## src/rdm_pkg.sv

```systemverilog
// ----------------------------------------------------------------------------
// rdm_pkg
// Shared types and constants of the radial distortion map generator.
// ----------------------------------------------------------------------------
package rdm_pkg;

  localparam int MaxDim      = 8192;
  localparam int OutFracBits = 8;

  localparam int SideW  = 14;              // register width of an image side
  localparam int CoordW = 13;              // pixel index width
  localparam int OffW   = CoordW + 3;      // signed half-pixel offset from the centre
  localparam int R2W    = 2 * (OffW - 1) + 1;
  localparam int SqFrac = 28;              // r2 is scaled by 2^28 before the root
  localparam int SqW    = (R2W + SqFrac + 1) / 2;
  localparam int SqInW  = 2 * SqW;
  localparam int RemW   = SqW + 3;
  localparam int RW     = SqW + 2;         // normalized radius, Q.16
  localparam int CoefW  = 32;
  localparam int GW     = 64;
  localparam int MagW   = 63;
  localparam int OutW   = 24;
  localparam int RndSh  = 29 - OutFracBits;
  localparam int AbsW   = OffW - 1;

  localparam logic [MagW-1:0]      Lim62  = MagW'(64'h4000_0000_0000_0000);
  localparam logic signed [GW:0]   Lim65  = 65'sh0_4000_0000_0000_0000;

  localparam logic [2:0] CfgWidth   = 3'd0;
  localparam logic [2:0] CfgHeight  = 3'd1;
  localparam logic [2:0] CfgDiamond = 3'd2;
  localparam logic [2:0] CfgLinear  = 3'd3;
  localparam logic [2:0] CfgSquare  = 3'd4;
  localparam logic [2:0] CfgCube    = 3'd5;
  localparam logic [2:0] CfgFourth  = 3'd6;

  typedef struct packed {
    logic [CoordW-1:0] column;
    logic [CoordW-1:0] row;
  } in_word_t;

  typedef struct packed {
    logic                   in_region;
    logic signed [OutW-1:0] source_x;
    logic signed [OutW-1:0] source_y;
    logic                   saturated;
  } out_word_t;

  // pixel context riding along the pipeline
  typedef struct packed {
    logic                   vld;
    logic                   region;
    logic signed [OffW-1:0] x;
    logic signed [OffW-1:0] y;
    logic [RW-1:0]          r;
  } tag_t;

endpackage

```

## src/rdm_div.sv

```systemverilog
// ----------------------------------------------------------------------------
// rdm_div
// Pipelined restoring divide of the scaled root by the shorter side.
// ----------------------------------------------------------------------------
module rdm_div (
  input  logic                       clk_i,
  input  logic                       rst_ni,
  input  logic                       adv_i,
  input  rdm_pkg::tag_t              tag_i,
  input  logic [rdm_pkg::SqW-1:0]    sq_i,
  input  logic [rdm_pkg::SideW-1:0]  s_i,
  output rdm_pkg::tag_t              tag_o
);

  localparam int N = rdm_pkg::RW;
  localparam int DW = rdm_pkg::SideW;

  rdm_pkg::tag_t   tag_q [N+1];
  logic [N-1:0]    n_q   [N+1];
  logic [DW-1:0]   rem_q [N+1];
  logic [N-1:0]    q_q   [N+1];

  always_ff @(posedge clk_i or negedge rst_ni) begin
    if (!rst_ni) begin
      tag_q[0].vld <= 1'b0;
    end else if (adv_i) begin
      tag_q[0] <= tag_i;
      n_q[0]   <= {sq_i, 2'b00};
      rem_q[0] <= '0;
      q_q[0]   <= '0;
    end
  end

  for (genvar k = 0; k < N; k++) begin : g_stage
    localparam int I = N - 1 - k;
    logic [DW:0] sh, dif;
    logic        ge;
    assign sh  = {rem_q[k], n_q[k][I]};
    assign dif = sh - {1'b0, s_i};
    assign ge  = sh >= {1'b0, s_i};
    always_ff @(posedge clk_i or negedge rst_ni) begin
      if (!rst_ni) begin
        tag_q[k+1].vld <= 1'b0;
      end else if (adv_i) begin
        tag_q[k+1] <= tag_q[k];
        n_q[k+1]   <= n_q[k];
        rem_q[k+1] <= ge ? dif[DW-1:0] : sh[DW-1:0];
        q_q[k+1]   <= {q_q[k][N-2:0], ge};
      end
    end
  end

  always_comb begin
    tag_o   = tag_q[N];
    tag_o.r = q_q[N];
  end

endmodule

```

## config.mk

```make
export PLATFORM = sky130hd
export DESIGN_NAME = rdm_div
export DESIGN_NICKNAME = d
export VERILOG_FILES = /design/src/rdm_pkg.sv /design/src/rdm_div.sv
export SDC_FILE = /design/constraint.sdc
export NUM_CORES = 2
export LEC_CHECK = 0
export ABC_CLOCK_PERIOD_IN_PS = 5300
export BUFFER_PORTS_ARGS = -buffer_cell sky130_fd_sc_hd__buf_2
export CAP_MARGIN = 20
export CORE_MARGIN = 2
export CORE_UTILIZATION = 42
export DETAILED_ROUTE_END_ITERATION = 6
export GPL_TIMING_DRIVEN = 0
export SLEW_MARGIN = 20
export SYNTH_ARGS = -nofsm -noshare
export SYNTH_HDL_FRONTEND = slang
export SYNTH_SLANG_ARGS = --single-unit
```

## constraint.sdc

```tcl
create_clock -name clk_i -period 5.3 [get_ports clk_i]
set_input_delay 1.06 -clock clk_i [delete_from_list [all_inputs] [get_ports clk_i]]
set_output_delay 1.06 -clock clk_i [all_outputs]
set_load 0.03 [all_outputs]
```

## Word level (Yosys, flattened, before mapping)

Memory sizes are Yosys's and may differ from the RTL's.
Index checks and enable logic that the tools add are counted.

| storage, ports and cells | value |
|---|---|
| register bits | 1,122 |
| RAM bits | 2,574 |
| output and inout port bits | 66 |
| word-level logic and storage cells | 235 |
| memories kept | 3 |

| cells by class | value |
|---|---|
| $add $sub $neg | 32 |
| order comparisons | 32 |
| muxes and demuxes | 34 |
| reductions and logical operators | 2 |

Memories:

| memory | words | bits a word | rd ports | clocked after memory_dff | write ports | line | RTL |
|---|---|---|---|---|---|---|---|
| n_q | 33 | 32 | 32 | 0 | 33 | rdm_div.sv:19 | `logic [N-1:0] n_q [N+1];` |
| q_q | 33 | 32 | 33 | 0 | 33 | rdm_div.sv:21 | `logic [N-1:0] q_q [N+1];` |
| rem_q | 33 | 14 | 32 | 0 | 33 | rdm_div.sv:20 | `logic [DW-1:0] rem_q [N+1];` |

Operators by type and width:

| operator | count |
|---|---|
| $ge A15 B14 Y1 | 32 |
| $mux W14 | 32 |
| $sub A14 B14 Y14 | 32 |
| $mux W1 | 2 |
| $reduce_and A2 Y1 | 1 |
| $logic_and A1 B1 Y1 | 1 |

## Logic depth before layout (Yosys ltp)

| logic depth | value |
|---|---|
| word-level depth | 3 |
| mapped depth | 11 |
| depth with buffers taken out | 11 |

## Least setup slack after synthesis

No wires, ideal clock.

| timing path | value |
|---|---|
| kind | input to register |
| from | in adv_i |
| to | mem n_q[0][100] (netlist name) (enable) |
| arrival time | 58,062 ps |
| required time | 2,069 ps |
| setup slack | -55,993 ps |
| cell stages on the path | 3 |
| path buffers | 2 |
| path through | clkbuf_1 -> buf_1 -> and2_1 |

RTL lines:

| element | line | RTL |
|---|---|---|
| start: declaration | rdm_div.sv:8 | `input logic adv_i,` |
| end: declaration | rdm_div.sv:19 |  |

==> results.toml <==
[outcome]
status = "finished clean"

[detailed_routing]
drc = 0
firstDrtPassIters = 5
ant_nets = 0
vias = 50470
vias_per_cell = 5.069
drt-total-wl_um = 167600
routedWlPerCell_um = 16.83
drt_iter0_markers = 3357

[setup_path]
cp.arrival_ps = 5340
cp-start-kind = "input pin"
crit_fanout = 59
critPathRequiredTime_ps = 5880
critPathCaptureType = "flop"
worstSetupPathType = "in2reg"

[placement]
hpwl_um = 105600
port_buffers = 145
post-place-ws_ps = -735.9
postPlaceCellArea_um2 = 108300
place.gp.congestion = 0.8382

[grt]
grtUsageTotal = 0.1360
first_global_vias = 50960
antenna_found_initial = 2
grt_remaining_overflow = 0
grt_max_degree = 64
grt_pass1_wl_um = 270000

[sta]
grt_setup_unrepaired = "no"
hold_ws_ps = 123.6
setup_violations = 0
setup_ws_ps = 536.0
hold_viol_final = 0
maxSlewHeadroom = 0.2496
max_freq_ghz = 0.2099
finalMaxSlewViolations = 0
finClkSkew_ps = 72.25
worst_pin_slew_ps = 1111
period_share = 0.8989
fin_crit_ps = 4764

[clock_network]
clkSinkCount = 2549
cts_made_buffers = 289
clock_latency_ps = 950
cts-root-buf = "clkbuf_16"
clockBufferDepth = 4
cts_max_level = 5
clk_pin_slew_ps = 60
cts_tree = "yes"

[logic_synthesis]
synth-seq-cells = 2549
synth_nets = 6679
ys_top_cells_by_count = "edfxtp_1 (2516), ha_1 (464), o21ai_0 (308)"
yosysUniqueCellTypes = 78
yosys.area.top_type = "edfxtp_1"
synth_top_flop_cell = "edfxtp_1"
yosysSeqAreaShare = 0.7499
syn_inst = 6072
synth_edf_count = 2516
yosysWarnings = 0
synth.avg_cell_area_um2 = 16.77
yosys.cell_count.top_type = "edfxtp_1"
yosys-top-cells-area = "edfxtp_1 (74%), ha_1 (5.7%), mux2_2 (2.2%), o21ai_0 (1.5%), a21oi_1 (1.3%)"
synth_area_um2 = 101800
synth-async-reset-ratio = 0.01295
synth_top_area_share = 0.7418

[finish]
final_net_count = 7179
final_cell_area_um2 = 117400
area_growth_syn_to_layout_pct = 15.24
utilization = 0.4875
drive_gt1_frac = 0.1360

[die]
die_y_um = 496.4
num_rows = 180
core_um2 = 240800
ios = 179
die_x_um = 496.4
die_area_um2 = 246400
start_util = 0.4230

[power]
switchingPower_mw = 10.92
intPower_mw = 37.40
power_density_nw_per_um2 = 411.7
power.share.switching = 0.2261
power_mw = 48.32
power_frac_clock = 0.392
power_frac_comb = 0.112
vdd_drop_max_uv = 278.4
seqPwrFrac = 0.496
p_leak_nw = 41.45

[hold_path]
hold_class = "in2async"

[job]
maxCapViolCount = 0
-- area by class of cell --
cell class                      count  area, µm²
Buffer                            101      569.3
Fill cell                       19930     123400
Sequential cell                  2549      76380
Tap cell                         3185       3985
Clock buffer                      351       7642
Timing Repair Buffer              209       2387
Antenna cell                        1      2.502
Inverter                          169      669.4
Clock inverter                    140       1396
Multi-Input combinational cell   3253      24330
-- state kept, by name, indices dropped and copies added, names as in the netlist --
name and cells:
n_q 465, tag_q 1088, rem_q 434, tag_o 34
q_q 528
-- repair_timing --
action | CTS | global route
setup buffers | 0 | 0
endpoints found under the setup margin | 0 | 50
resized for setup | 0 | 1
endpoints found under the hold margin | 0 | 0
hold buffers | 0 | 0
-- stage by stage --
step                      cells  setup TNS, ps
after global placement     9402              -
after CTS                  9956              0
after detailed placement   9465        -126300
after floorplan            6072              -
final                      9958              0
after global routing       9958              0
-- routing by layer --
layer	GRT usage	up-vias	wire length [µm]
met2	0.2127	967	76470
li1	-	24790	-
met3	0.02870	362	7661
met4	0.04842	0	4984
met5	0	-	0
met1	0.1886	24350	78480
-- path summary, 6_finish.rpt --
path | startpoint | endpoint | slack (ps) | depth (start not counted)
max | rst_ni | n_q[0][585]$_DFFE_PP_ | 540 | 13
max in group asynchronous | rst_ni | tag_q[1847]$_DFFE_PN0P_ | 4850 | 1
min | rst_ni | tag_q[131]$_DFFE_PN0P_ | 120 | 1
min reg2reg | tag_q[633]$_DFFE_PP_ | tag_q[567]$_DFFE_PP_ | 370 | 0
min in group clk_i | sq_i[27] | n_q[0][29]$_DFFE_PP_ | 290 | 1
max reg2reg | n_q[0][837]$_DFFE_PP_ | rem_q[0][386]$_DFFE_PP_ | 1740 | 10
-- worst max-delay path, stage by stage --
cell and delay (ps):
clkbuf_4 400, and2_4 490, buf_16 290, buf_12 260, buf_16 290, buf_16 280, buf_16 290, buf_16 290
buf_16 280, buf_16 290, buf_16 290, buf_16 300, buf_16 280
-- placed cells by master (no fill, tap or decap), drive strengths merged, types with 19 or more instances in the layout --
cell / count
edfxtp: 2516
clkinv: 101
clkbuf: 406
nand2b: 34
nor2: 291
or2: 22
dfrtp: 33
xor2: 112
and3: 33
a211o: 31
o21a: 101
a21o: 132
nor2b: 68
a31oi: 46
nand4: 30
o211ai: 19
a21oi: 270
ha: 464
o31a: 39
nand2: 281
mux2i: 31
buf: 255
nand4b: 19
nand3: 85
xnor2: 137
o21ai: 314
mux2: 209
bufinv: 27
a211oi: 48
nor3: 99
fa: 30
inv: 176
o31ai: 40
-- power by group through the flow --
stage	Clock (mW)	Sequential (mW)	Combinational, mW
after floorplan	0	24.9	4.03
after global placement	0	25.2	5.13
after detailed placement	0	24.4	5.42
after CTS	19.7	24.0	5.45
after global routing	20.5	24.1	6.08
final	18.9	24.0	5.43
-- logic make-up after synthesis --
kind of cell | synth area share
AOI/OAI and AO/OA | 0.07727
and+or+nand+nor | 0.05053
buffers and inverters | 0.01150
xor gates and xnor gates | 0.02141
muxes | 0.02645
DFF | 0.7499
adders and majority gates | 0.06290
(Power assumes the default switching activity.)
