### src/rdm_pkg.sv
// ----------------------------------------------------------------------------
// rdm_pkg
// Shared types and constants of the radial distortion map generator.
// ----------------------------------------------------------------------------
package rdm_pkg;

  localparam int MaxDim      = 8192;
  localparam int OutFracBits = 8;

  localparam int SideW  = 14;              // register width of an image side
  localparam int CoordW = 13;              // pixel index width
  localparam int OffW   = CoordW + 3;      // signed half-pixel offset from the centre
  localparam int R2W    = 2 * (OffW - 1) + 1;
  localparam int SqFrac = 28;              // r2 is scaled by 2^28 before the root
  localparam int SqW    = (R2W + SqFrac + 1) / 2;
  localparam int SqInW  = 2 * SqW;
  localparam int RemW   = SqW + 3;
  localparam int RW     = SqW + 2;         // normalized radius, Q.16
  localparam int CoefW  = 32;
  localparam int GW     = 64;
  localparam int MagW   = 63;
  localparam int OutW   = 24;
  localparam int RndSh  = 29 - OutFracBits;
  localparam int AbsW   = OffW - 1;

  localparam logic [MagW-1:0]      Lim62  = MagW'(64'h4000_0000_0000_0000);
  localparam logic signed [GW:0]   Lim65  = 65'sh0_4000_0000_0000_0000;

  localparam logic [2:0] CfgWidth   = 3'd0;
  localparam logic [2:0] CfgHeight  = 3'd1;
  localparam logic [2:0] CfgDiamond = 3'd2;
  localparam logic [2:0] CfgLinear  = 3'd3;
  localparam logic [2:0] CfgSquare  = 3'd4;
  localparam logic [2:0] CfgCube    = 3'd5;
  localparam logic [2:0] CfgFourth  = 3'd6;

  typedef struct packed {
    logic [CoordW-1:0] column;
    logic [CoordW-1:0] row;
  } in_word_t;

  typedef struct packed {
    logic                   in_region;
    logic signed [OutW-1:0] source_x;
    logic signed [OutW-1:0] source_y;
    logic                   saturated;
  } out_word_t;

  // pixel context riding along the pipeline
  typedef struct packed {
    logic                   vld;
    logic                   region;
    logic signed [OffW-1:0] x;
    logic signed [OffW-1:0] y;
    logic [RW-1:0]          r;
  } tag_t;

endpackage

### src/rdm_sqrt.sv
// ----------------------------------------------------------------------------
// rdm_sqrt
// Pipelined integer square root of r2 * 2^28, one result bit per stage.
// ----------------------------------------------------------------------------
module rdm_sqrt (
  input  logic                       clk_i,
  input  logic                       rst_ni,
  input  logic                       adv_i,
  input  rdm_pkg::tag_t              tag_i,
  input  logic [rdm_pkg::R2W-1:0]    r2_i,
  output rdm_pkg::tag_t              tag_o,
  output logic [rdm_pkg::SqW-1:0]    sq_o
);

  localparam int N = rdm_pkg::SqW;

  rdm_pkg::tag_t                 tag_q [N+1];
  logic [rdm_pkg::SqInW-1:0]     v_q   [N+1];
  logic [rdm_pkg::RemW-1:0]      rem_q [N+1];
  logic [N-1:0]                  q_q   [N+1];

  always_ff @(posedge clk_i or negedge rst_ni) begin
    if (!rst_ni) begin
      tag_q[0].vld <= 1'b0;
    end else if (adv_i) begin
      tag_q[0] <= tag_i;
      v_q[0]   <= rdm_pkg::SqInW'({r2_i, {rdm_pkg::SqFrac{1'b0}}});
      rem_q[0] <= '0;
      q_q[0]   <= '0;
    end
  end

  for (genvar k = 0; k < N; k++) begin : g_stage
    localparam int I = N - 1 - k;
    logic [rdm_pkg::RemW-1:0] sh, trial;
    logic                     ge;
    assign sh    = {rem_q[k][rdm_pkg::RemW-3:0], v_q[k][2*I+1 -: 2]};
    assign trial = {1'b0, q_q[k], 2'b01};
    assign ge    = sh >= trial;
    always_ff @(posedge clk_i or negedge rst_ni) begin
      if (!rst_ni) begin
        tag_q[k+1].vld <= 1'b0;
      end else if (adv_i) begin
        tag_q[k+1] <= tag_q[k];
        v_q[k+1]   <= v_q[k];
        rem_q[k+1] <= ge ? sh - trial : sh;
        q_q[k+1]   <= {q_q[k][N-2:0], ge};
      end
    end
  end

  assign tag_o = tag_q[N];
  assign sq_o  = q_q[N];

endmodule

### config.mk
export PLATFORM = sky130hd
export DESIGN_NAME = rdm_sqrt
export DESIGN_NICKNAME = d
export VERILOG_FILES = /design/src/rdm_pkg.sv /design/src/rdm_sqrt.sv
export SDC_FILE = /design/constraint.sdc
export NUM_CORES = 2
export LEC_CHECK = 0
export BUFFER_PORTS_ARGS = -buffer_cell sky130_fd_sc_hd__buf_2
export CAP_MARGIN = 20
export CORE_MARGIN = 3
export CORE_UTILIZATION = 40
export DETAILED_ROUTE_END_ITERATION = 10
export PLACE_DENSITY = 0.59
export SYNTH_ARGS = -nofsm -noshare
export SYNTH_HDL_FRONTEND = slang
export SYNTH_SLANG_ARGS = --single-unit
export TNS_END_PERCENT = 10
### constraint.sdc
create_clock -name clk_i -period 5.35 [get_ports clk_i]
set_input_delay 1.07 -clock clk_i [delete_from_list [all_inputs] [get_ports clk_i]]
set_output_delay 1.07 -clock clk_i [all_outputs]
set_load 0.01 [all_outputs]
======== Word level (Yosys, flattened, before mapping) ========
Memories as Yosys holds them, arrays and structs flattened.
Index checks and enable logic that the tools add are counted.
Widths: inputs -> output; s select.
cells by class
  add/subtract/negate cells ............... 30
  muxes and demuxes ....................... 32
  order comparisons ....................... 30
  reduce and logical (&&, ||, !) cells .... 2
operators by type and width
  cell               count
  $ge 33x32->1       30
  $mux 33            30
  $sub 33x32->33     30
  $mux 1             2
  $reduce_and 2->1   1
  $logic_and 1x1->1  1
storage, ports and cells
  input bits .............................. 100
  memories kept ........................... 3
  register bits after elaboration ......... 2046
  output and inout bits ................... 96
  logic and storage cells ................. 252
  memory bits (writable) .................. 3813
memory list
  name   depth  bits a word  read ports  clocked after memory_dff  write ports  line            text
  v_q    31     60           30          0                         31           rdm_sqrt.sv:18  logic [rdm_pkg::SqInW-1:0] v_q [N+1];
  rem_q  31     33           30          0                         31           rdm_sqrt.sv:19  logic [rdm_pkg::RemW-1:0] rem_q [N+1];
  q_q    31     30           31          0                         31           rdm_sqrt.sv:20  logic [N-1:0] q_q [N+1];

======== Depth between registers and ports, before layout ========
  depth in word-level cells ............... 3
  gate-level depth with buffers ........... 14
  mapped depth without buffers ............ 13

======== Worst setup path after synthesis ========
No wires, ideal clock.
  path type ............................... input -> register
  start ................................... input port adv_i
  end ..................................... memory q_q[10][0] in the netlist's numbering (enable)
  buffers on the path ..................... 2
  library setup time ...................... 4.454 ns
  stages .................................. 3
  required time ........................... 0.896 ns
  data arrival time ....................... 81.944 ns
  slack ................................... -81.048 ns
  cells stage by stage .................... clkbuf_1 -> buf_1 -> and2_1
RTL lines
  item                line            text
  start: declaration  rdm_sqrt.sv:8   input logic adv_i,
  end: declaration    rdm_sqrt.sv:20

==> results.toml <==
[outcome]
status = "finished clean"

[timing]
finalSetupViolations = 0
finalHoldViolations = 0
slew_viol_final = 0
maxSlewHeadroom_pct = 29.1
fmax_ghz = 0.236
finalClockSkew_ns = 0.0472
tightestPinTransition_ns = 1.05
rsz0062_at_grt = "no"
fin_crit_sh_pct = 79.3
fin_tns_setup_ns = 0
period_minus_slack_ns = 4.25

[routing]
drtAntennaViolNets = 0
via_count = 71797
drc = 0
wl_per_cell_um = 16.6
drt-total-wl_mm = 241
dr.pass1.iters = 7
viasPerCell = 4.94
drtIter0Drc = 5166

[power]
pwr-share-clk_pct = 40.9
p_seq_share_pct = 52.8
intPower_w = 0.0494
comb_power_share_pct = 6.3
power.switching_w = 0.0137
powerDensity_mw_per_mm2 = 388
sw_frac_of_total_pct = 21.8
p_leak_nw = 57.8
ir_drop_uv = 276
p_total_w = 0.0632

[finish]
drive_above_1_share_pct = 10.1
fin_nets = 10088
area_growth_syn_to_layout_pct = 13.8

[synthesis]
ys_async_sr_fraction_pct = 0.857
ys_seq_area_share_pct = 75.8
synth-main-ff-cell = "edfxtp_1"
synth_top_area_share_pct = 75.3
syn-instance-count = 8992
syn-num-nets = 9571
synth_common_cells = "edfxtp_1, inv_1, nand2_1"
synth.distinct_cells = 95
synth_edf_count = 3586
syn_area_per_cell_um2 = 15.9
synth_area_leaders = "edfxtp_1, ha_1, xor2_1, xnor2_1, inv_1"
synth.most_common_cell = "edfxtp_1"
yosysWarningCount = 0
ys_ff_latch = 3617
yosysTopAreaCell = "edfxtp_1"
syn_area_mm2 = 0.143

[floorplanning]
die_w_um = 604
num_io_pins = 196
dieArea_mm2 = 0.365
rows = 218
die_y_um = 604
initial_utilization_pct = 40.4
coreArea_mm2 = 0.354

[worst_setup_path]
worst-setup-path-type = "reg2reg"
rrSetupSlack_ns = 1.10
critPathArrivalTime_ns = 4.91
start_kind = "flip-flop"
reg2reg_depth = 10
worstSetupEndpointType = "flip-flop"
rr_endpoint = "rem_q[12][6]"
required_ns = 6.02
crit_fanout = 17
rr_startpoint = "rem_q[11][33]"

[clock_tree]
cts_buffer_depth = 4
postCtsSetupRepairBufs = 0
cts_buffers = 381
cts_tree = "yes"
clkLatencyLatePin_ns = 0.91
cts-root-buf = "clkbuf_16"
ctsResizeCount = 0
cts.htree.levels = 5
clk_pin_slew_worst_paths_ns = 0.06
cts_hold_buffers = 0
cts.sinks = 3617

[grt]
grt_pass1_wl_mm = 387
track_usage_pct = 13.0
overflow = 0
grt_pass1_vias = 72524
antenna_found_initial = 3
grt_max_degree = 109

[placed_design]
portBuffers = 195
gp_congestion = 0.867
dpl.hpwl_mm = 161

[flow_run]
drv_cap = 0

[hold_path]
hold_path.class = "in2async"
==> flip-flops by register name, indices dropped and copies added, names as in the netlist <==
| name | cells |
|---|---|
| tag_q | 1980 |
| rem_q | 835 |
| tag_o | 66 |
| v_q | 272 |
| q_q | 464 |
==> how the worst max path moves through the flow <==
stage / from / to / slack (ns)
floorplan: adv_i / q_q[10][0] / -21.15
finish: rem_q[11][33] / rem_q[12][6] / 1.10
CTS: rem_q[11][33] / rem_q[12][6] / 1.11
detailed placement: rem_q[11][33] / rem_q[12][6] / 1.14
global route: q_q[23][1] / rem_q[12][13] / 0.71
global placement: q_q[23][1] / rem_q[12][6] / 1.15
==> placed cells by master, fill, tap and decap left out, types with 38 or more instances in the layout <==
cell       count
edfxtp_1    3586
inv_1        614
nand2_1      532
ha_1         466
nor2_1       405
a21oi_1      398
clkbuf_16    385
o21ai_0      378
xor2_1       343
xnor2_1      306
nor3_1       198
buf_2        196
a21o_1       173
nand2b_1     108
nand3_1      106
nor4_1        91
buf_4         88
o21a_1        86
clkinv_1      86
or3_1         85
nor2b_1       72
mux2_2        69
clkbuf_1      67
clkinv_2      64
o21ai_1       55
nand4_1       52
o31ai_1       48
or4_1         45
a211oi_1      42
bufinv_16     38
==> per-stage QoR <==
stage | worst slack [ns] | utilization [%] | cell area [um2] | std cells | hold WS, ns
floorplan | -21.15 | - | 143000 | 8992 | 0.400
global placement | 1.15 | 42.5 | 150000 | 13854 | 0.400
detailed placement | 1.14 | 42.5 | 150000 | 13854 | 0.405
CTS | 1.11 | 45.9 | 163000 | 14541 | 0.0802
global route | 0.713 | 45.9 | 163000 | 14544 | 0.158
finish | 1.10 | 45.9 | 163000 | 14545 | 0.175
==> cell type report <==
type,instances,area (um2)
clock inverters,235,2460
well taps,4730,5920
multi-input cells,4569,31400
repair buffers,321,2380
clock buffers,452,9890
flip-flops and latches,3617,108000
diodes,2,5.00
inverters,619,2320
fillers,30279,192000
==> metal layers <==
layer	vias to the layer above	global-route usage [%]	wire, um
met5	-	0	0
met4	0	5.29	9350
met3	570	2.07	10300
met2	1492	21.9	116000
met1	34875	16.6	105000
li1	34860	-	-
==> worst max-delay path: stages, from the launching register on <==
cell,delay [ns]
edfxtp_1,0.44
ha_1,0.35
a211oi_1,0.32
o211ai_1,0.19
a221oi_1,0.63
o211ai_1,0.19
a21oi_1,0.31
nor3_1,0.15
nor4_2,0.70
buf_4,0.34
mux2_2,0.36
==> logic make-up (layout without fill, tap and decap cells) <==
group | Yosys count | in the layout | synth area share (%)
DFF | 3617 | 3617 | 75.8
and+or+nand+nor | 1869 | 1869 | 6.45
AOI/OAI and AO/OA | 1467 | 1467 | 6.39
buffers and inverters | 806 | 1627 | 2.30
xor gates and xnor gates | 650 | 650 | 3.98
adders and majority gates | 479 | 479 | 4.26
muxes | 103 | 103 | 0.807
other | 1 | 3 | 0.00262
==> power by group through the flow <==
stage	combinational [W]	sequential, W	clock, W
4_1_cts	0.00401	0.0334	0.0268
5_1_grt	0.00448	0.0335	0.0280
3_5_place_dp	0.00399	0.0340	0
6_report	0.00398	0.0334	0.0258
3_3_place_gp	0.00388	0.0339	0
2_1_floorplan	0.00297	0.0350	0
Note: power is estimated with default switching activity, not from simulation.
