--- config.mk ---
export PLATFORM = sky130hd
export DESIGN_NAME = rdm_front
export DESIGN_NICKNAME = d
export VERILOG_FILES = /design/src/rdm_pkg.sv /design/src/rdm_front.sv
export SDC_FILE = /design/constraint.sdc
export NUM_CORES = 2
export LEC_CHECK = 0
export BUFFER_PORTS_ARGS = -buffer_cell sky130_fd_sc_hd__buf_4
export CAP_MARGIN = 20
export CORE_MARGIN = 10
export CORE_UTILIZATION = 59
export DETAILED_ROUTE_END_ITERATION = 8
export MAX_ROUTING_LAYER = met4
export PLACE_DENSITY = 0.86
export RECOVER_POWER = 25
export SLEW_MARGIN = 20
export SYNTH_ARGS = -nofsm -noshare
export SYNTH_HDL_FRONTEND = slang
export SYNTH_SLANG_ARGS = --single-unit
--- constraint.sdc ---
create_clock -name clk_i -period 9.1 [get_ports clk_i]
set_input_delay 0.91 -clock clk_i [delete_from_list [all_inputs] [get_ports clk_i]]
set_output_delay 0.91 -clock clk_i [all_outputs]
set_load 0.01 [all_outputs]
--- src/rdm_pkg.sv ---
// ----------------------------------------------------------------------------
// rdm_pkg
// Shared types and constants of the radial distortion map generator.
// ----------------------------------------------------------------------------
package rdm_pkg;

  localparam int MaxDim      = 8192;
  localparam int OutFracBits = 8;

  localparam int SideW  = 14;              // register width of an image side
  localparam int CoordW = 13;              // pixel index width
  localparam int OffW   = CoordW + 3;      // signed half-pixel offset from the centre
  localparam int R2W    = 2 * (OffW - 1) + 1;
  localparam int SqFrac = 28;              // r2 is scaled by 2^28 before the root
  localparam int SqW    = (R2W + SqFrac + 1) / 2;
  localparam int SqInW  = 2 * SqW;
  localparam int RemW   = SqW + 3;
  localparam int RW     = SqW + 2;         // normalized radius, Q.16
  localparam int CoefW  = 32;
  localparam int GW     = 64;
  localparam int MagW   = 63;
  localparam int OutW   = 24;
  localparam int RndSh  = 29 - OutFracBits;
  localparam int AbsW   = OffW - 1;

  localparam logic [MagW-1:0]      Lim62  = MagW'(64'h4000_0000_0000_0000);
  localparam logic signed [GW:0]   Lim65  = 65'sh0_4000_0000_0000_0000;

  localparam logic [2:0] CfgWidth   = 3'd0;
  localparam logic [2:0] CfgHeight  = 3'd1;
  localparam logic [2:0] CfgDiamond = 3'd2;
  localparam logic [2:0] CfgLinear  = 3'd3;
  localparam logic [2:0] CfgSquare  = 3'd4;
  localparam logic [2:0] CfgCube    = 3'd5;
  localparam logic [2:0] CfgFourth  = 3'd6;

  typedef struct packed {
    logic [CoordW-1:0] column;
    logic [CoordW-1:0] row;
  } in_word_t;

  typedef struct packed {
    logic                   in_region;
    logic signed [OutW-1:0] source_x;
    logic signed [OutW-1:0] source_y;
    logic                   saturated;
  } out_word_t;

  // pixel context riding along the pipeline
  typedef struct packed {
    logic                   vld;
    logic                   region;
    logic signed [OffW-1:0] x;
    logic signed [OffW-1:0] y;
    logic [RW-1:0]          r;
  } tag_t;

endpackage

--- src/rdm_front.sv ---
// ----------------------------------------------------------------------------
// rdm_front
// Input register, centre offsets, diamond test and squared radius.
// ----------------------------------------------------------------------------
module rdm_front (
  input  logic                         clk_i,
  input  logic                         rst_ni,
  input  logic                         adv_i,
  input  logic                         valid_i,
  input  rdm_pkg::in_word_t            word_i,
  input  logic [rdm_pkg::SideW-1:0]    w_i,
  input  logic [rdm_pkg::SideW-1:0]    h_i,
  input  logic                         diamond_i,
  output rdm_pkg::tag_t                tag_o,
  output logic [rdm_pkg::R2W-1:0]      r2_o
);

  logic              v0_q;
  rdm_pkg::in_word_t w0_q;
  rdm_pkg::tag_t     t1_q, t1_d, t2_q;
  logic [rdm_pkg::R2W-1:0] r2_q, r2_d;

  logic signed [16:0] c, rw, ws, hs, sum;
  logic               in_diamond;
  logic signed [31:0] xx, yy;

  always_comb begin
    c   = $signed({4'b0, w0_q.column});
    rw  = $signed({4'b0, w0_q.row});
    ws  = $signed({3'b0, w_i});
    hs  = $signed({3'b0, h_i});
    sum = c + rw;
    in_diamond = (sum >= ws - 17'sd1) && (c + ws + 17'sd1 > rw) &&
                 (sum < ws + 17'sd2 * hs - 17'sd1) && (rw + ws > c);
    t1_d.vld    = v0_q;
    t1_d.region = !diamond_i || in_diamond;
    t1_d.x      = rdm_pkg::OffW'(17'sd2 * c + 17'sd1 - ws);
    t1_d.y      = rdm_pkg::OffW'(17'sd2 * rw + 17'sd1 - hs);
    t1_d.r      = '0;
    xx   = t1_q.x * t1_q.x;
    yy   = t1_q.y * t1_q.y;
    r2_d = rdm_pkg::R2W'(xx + yy);
  end

  always_ff @(posedge clk_i or negedge rst_ni) begin
    if (!rst_ni) begin
      v0_q     <= 1'b0;
      t1_q.vld <= 1'b0;
      t2_q.vld <= 1'b0;
    end else if (adv_i) begin
      v0_q <= valid_i;
      w0_q <= word_i;
      t1_q <= t1_d;
      t2_q <= t1_q;
      r2_q <= r2_d;
    end
  end

  assign tag_o = t2_q;
  assign r2_o  = r2_q;

endmodule

== Yosys cells after proc, flatten, opt, wreduce, memory -nomap -nowiden ==
Cells that the tools add are included.

* Register bits after elaboration: 126
* Latch bits: 0
* Bits in writable memories: 0
* ROM bits: 0
* Input port bits: 59
* Output and inout port bits: 97
* Word-level logic and storage cells: 36
* Memories kept: 0

* Add/sub/neg operators: 12
* $mul: 2
* Divide/modulo/power cells: 0
* Magnitude comparators: 4
* Equal/unequal tests: 0
* Shift operators: 0
* Muxes and demuxes: 0
* Bitwise operators: 0
* Reductions and logical operators: 6

{| class="wikitable"
|+ Operators by type and width
! operator !! number
|-
| 16-bit by 16-bit multiplier with 31-bit output || 2
|-
| 15-bit by 14-bit subtractor with 16-bit output || 2
|-
| 31-bit adder || 1
|-
| 13-bit by 14-bit adder with 15-bit output || 2
|-
| 14-bit by 1-bit adder with 15-bit output (second input constant) || 2
|-
| 15-bit by 17-bit < comparator with 1-bit output || 1
|-
| 16-bit by 1-bit subtractor with 17-bit output (second input constant) || 1
|-
| 14-bit by 15-bit adder with 16-bit output || 1
|-
| 15-bit by 1-bit adder with 16-bit output (second input constant) || 1
|-
| 16-bit by 13-bit > comparator with 1-bit output || 1
|-
| 15-bit greater-or-equal comparator || 1
|-
| 15-bit by 13-bit > comparator with 1-bit output || 1
|-
| 14-bit by 1-bit subtractor with 15-bit output (second input constant) || 1
|-
| 13-bit by 13-bit adder with 14-bit output || 1
|-
| 1-bit logical AND || 3
|-
| 2-bit AND reduction || 1
|-
| 1-bit zero test || 1
|-
| 1-bit logical OR || 1
|}

== Longest topological paths before layout ==
* Word-level depth: 7
* Mapped depth: 28
* Depth with buffers taken out: 26

== Worst setup path after synthesis ==
Ideal clock, no wire load.

* Path kind: flip-flop to flip-flop
* Start point: register t1_q[47] (netlist bit)
* End point: register r2_q (netlist bit r2_o[30]) (data pin)
* Setup time: 264 ps
* Arrival time: 6856 ps
* Required time: 8836 ps
* Path slack: 1980 ps
* Stages on the path, launching flop included: 26
* Path buffers: 2
* Period minus slack after synthesis: 7120 ps
* Cell sequence: edfxtp_1 -> clkbuf_1 -> nand2_1 -> inv_1 -> fa_1 -> inv_1 -> fa_1 -> fa_1 -> inv_1 -> fa_1 -> fa_1 -> fa_1 -> inv_1 -> fa_1 -> fa_1 -> inv_1 -> ha_1 -> clkbuf_1 -> a211oi_1 -> a22oi_1 -> a41oi_1 -> o21ai_1 -> a41oi_2 -> o21ai_0 -> o41ai_2 -> xnor2_1

* Word-level cells in the longest chain between the ends: 2

{| class="wikitable"
|+ Ends and longest elaborated chain
! what !! line !! source
|-
| from (decl) || rdm_front.sv:20 || <nowiki>rdm_pkg::tag_t t1_q, t1_d, t2_q;</nowiki>
|-
| from (signal assigned) || rdm_front.sv:53 || <nowiki>t1_q <= t1_d;</nowiki>
|-
| 16-bit by 16-bit multiplier with 31-bit output || rdm_front.sv:41 || <nowiki>yy = t1_q.y * t1_q.y;</nowiki>
|-
| 31-bit adder || rdm_front.sv:42 || <nowiki>r2_d = rdm_pkg::R2W'(xx + yy);</nowiki>
|-
| net r2_d, one bit || rdm_front.sv:21 || <nowiki>logic [rdm_pkg::R2W-1:0] r2_q, r2_d;</nowiki>
|-
| to (signal assigned) || rdm_front.sv:55 || <nowiki>r2_q <= r2_d;</nowiki>
|-
| to (decl) || rdm_front.sv:21 ||
|}

The timed path passes the listed nets, and every way through them passes these cells.
A chain may end at the register's enable or synchronous reset.

== Worst setup path in the final report ==
* Start point: register t1_q[47] (netlist bit)
* End point: register r2_q (netlist bit r2_o[27]) (data pin)

The elaborated chain is that of the path after synthesis.

==> metrics.txt <==
status finished, violations left; failing checks capacitance limit, slew limit; post-CTS setup repair buffer count 0; Yosys cell types 64; Slew HR -189.9%; total core area 44410 um^2; Async SR Flop Fraction 2.381%; synthesized area per cell 10.01 um^2; Finished Cell Area 28620 um^2; Rows 77; number of synthesized flops with an enable pin 123; routability cong. 0.9779; post-DR vias/cell 5.460; Die ar. 53980 um^2; CP cell instances clkbuf_1 > and2_1 > fa_1 > inv_1 > fa_1 > inv_1 > fa_1 > fa_1 > fa_1 > fa_1 > fa_1 > inv_1 > fa_1 > inv_1 > ha_1 > inv_1 > o211ai_1 > a211oi_1 > nor3_1 > nor3_1 > nor2b_1 > xor2_1; layout cell share with drive strength beyond 1 6.657%; Routed WL 64210 um; DR pass1 iterations 5; CP Class reg -> reg; Initial Util 59.89%; RSZ-0062 raised after global routing no; ys flop type edfxtp_1; share of the synthesized area in the top cell type 38.91%; total CTS buffers 17; CTS max path bufs 2; Synth area leaders fa_1, ha_1, edfxtp_1, inv_1, xnor2_1; Die W 232.3 um; Max-Cap Viols 1; worst slack, placed 1112 ps; Root Buffer clkbuf_16; GRT overflow 0; Nets 3655; final hold slack 223.8 ps; post-CTS resize count 0; Placement Cell Area 28060 um^2; Hold Crit Class in -> async; register area share after synthesis 14.17%; Hold Fails Final Rpt 0; vias after detailed routing 18410; CTS clk-pin slew, worst paths 70 ps; average wire per cell in the routed design 19.05 um; FMAX 0.1202 GHz; area delta synth->final 7.601%; hold-fix buffers at CTS 0; hpwl dp 54630 um; Post-DRT Antenna Nets 0; min cycle time layout 8320 ps; antenna violations before repair 0; first-pass GRT wire length 106400 um; period utilisation layout 91.43%; vias in the first global route 20980; Req. time, crit path 9330 ps; FF+latch count, synth 126; Clock Skew 10.65 ps; DRT iter0 DRCs 1229; Synth Instances 2657; pin count of the biggest net entering global routing 64; cell area after synthesis 26600 um^2; post-synth top area cell fa_1; Top delay family on crit path adder cells; Slew @ Worst Pin 4346 ps; Arrival @ worst endpoint 8550 ps; CTS tree yes; clk sinks 126; Critical Path Source Type flip-flop; Max H-tree Level 4; CP most frequent cell fa_1; setup TNS 0 ps; # diodes 0; endpoints failing setup 0; Ports 156; drt drc 0; most frequent cells in the layout inv_1, fa_1, ha_1; synthesis warning total 0; CP Max Fanout 18; Setup WS post-layout 780.0 ps; Die H 232.3 um; Tot GR Track Use 26.03%; WP buf/inv 6; Clk Latency, worst-skew pair 490 ps; commonest non-fill, non-tap cell in the layout inv_1; largest stage delay on the critical path 800 ps; CP max stage cell clkbuf_1; I/O Buffers 123; final slew viol count 64; CP Capture Type flip-flop
area by class of cell:
cell class | instances | area [um^2]
clock buffers | 17 | 425.4
clock inverters | 15 | 170.2
fillers | 3338 | 15790
inverters | 743 | 2789
multi-input cells | 1744 | 19760
flip-flops and latches | 126 | 3769
well taps | 592 | 740.7
repair buffers | 134 | 972.2
kinds of logic after synthesis:
kind of cell / Yosys count / share of synthesized area (%)
AOI/OAI and AO/OA: 252 / 6.308
xor gates and xnor gates: 135 / 4.445
adders and majority gates: 830 / 53.63
buffers and inverters: 819 / 12.01
DFF: 126 / 14.17
muxes: 8 / 0.3293
other: 1 / 0.01410
and+or+nand+nor: 486 / 9.088
Yosys cell counts (12+ instances only):
| master | instances |
|---|---|
| o21a_1 | 15 |
| nand3_1 | 25 |
| ha_1 | 313 |
| edfxtp_1 | 123 |
| inv_1 | 743 |
| fa_1 | 517 |
| nand2b_1 | 16 |
| and2_1 | 108 |
| nor2_1 | 74 |
| buf_4 | 32 |
| a21o_1 | 35 |
| clkbuf_1 | 42 |
| xnor2_1 | 102 |
| nor2b_1 | 36 |
| a211oi_1 | 16 |
| xor2_1 | 33 |
| nor3_1 | 24 |
| a21oi_1 | 71 |
| nand2_1 | 160 |
| o21bai_1 | 12 |
| o21ai_0 | 38 |
stage by stage:
stage	utilization, %	instances
after floorplan	-	2689
after global placement	63.18	3339
after detailed placement	63.18	3339
after CTS	64.52	3371
after global routing	64.44	3371
final	64.44	3371
layer usage:
metal	GRT usage, %	share of wire, %
met4	9.904	3.5
met2	44.08	51
met3	4.532	6.5
met5	-	0
met1	30.53	39
flip-flops by register name, indices dropped and copies added (netlist names):
register	count
t1_q	34
tag_o	34
c	13
r2_o	31
v0_q	1
rw	13
worst paths after layout:
check                      cells after the start  slack [ps]                   end          startpoint
max                                           22         780    r2_o[27]$_DFFE_PP_  t1_q[47]$_DFFE_PP_
min                                            1         220  t1_q[65]$_DFFE_PN0P_              rst_ni
max reg2reg                                   22         780    r2_o[27]$_DFFE_PP_  t1_q[47]$_DFFE_PP_
min reg2reg                                    0         460   tag_o[64]$_DFFE_PP_  t1_q[64]$_DFFE_PP_
max in group asynchronous                      1        8720      v0_q$_DFFE_PN0P_              rst_ni
min in group clk_i                             0         460   tag_o[64]$_DFFE_PP_  t1_q[64]$_DFFE_PP_
worst reg2reg max path: stages, from the launching register on:
cell      delay (ps)
edfxtp_1         380
clkbuf_1         800
and2_1           380
fa_1             440
inv_1            340
fa_1             600
inv_1             60
fa_1             460
fa_1             510
fa_1             560
fa_1             430
fa_1             520
inv_1             70
fa_1             480
inv_1             40
ha_1             380
inv_1            110
o211ai_1         100
a211oi_1         610
nor3_1           200
nor3_1           360
nor2b_1          100
xor2_1           150
Power is not shown: default switching activity piles up to over one toggle a cycle in this logic, so the estimate is an artifact.
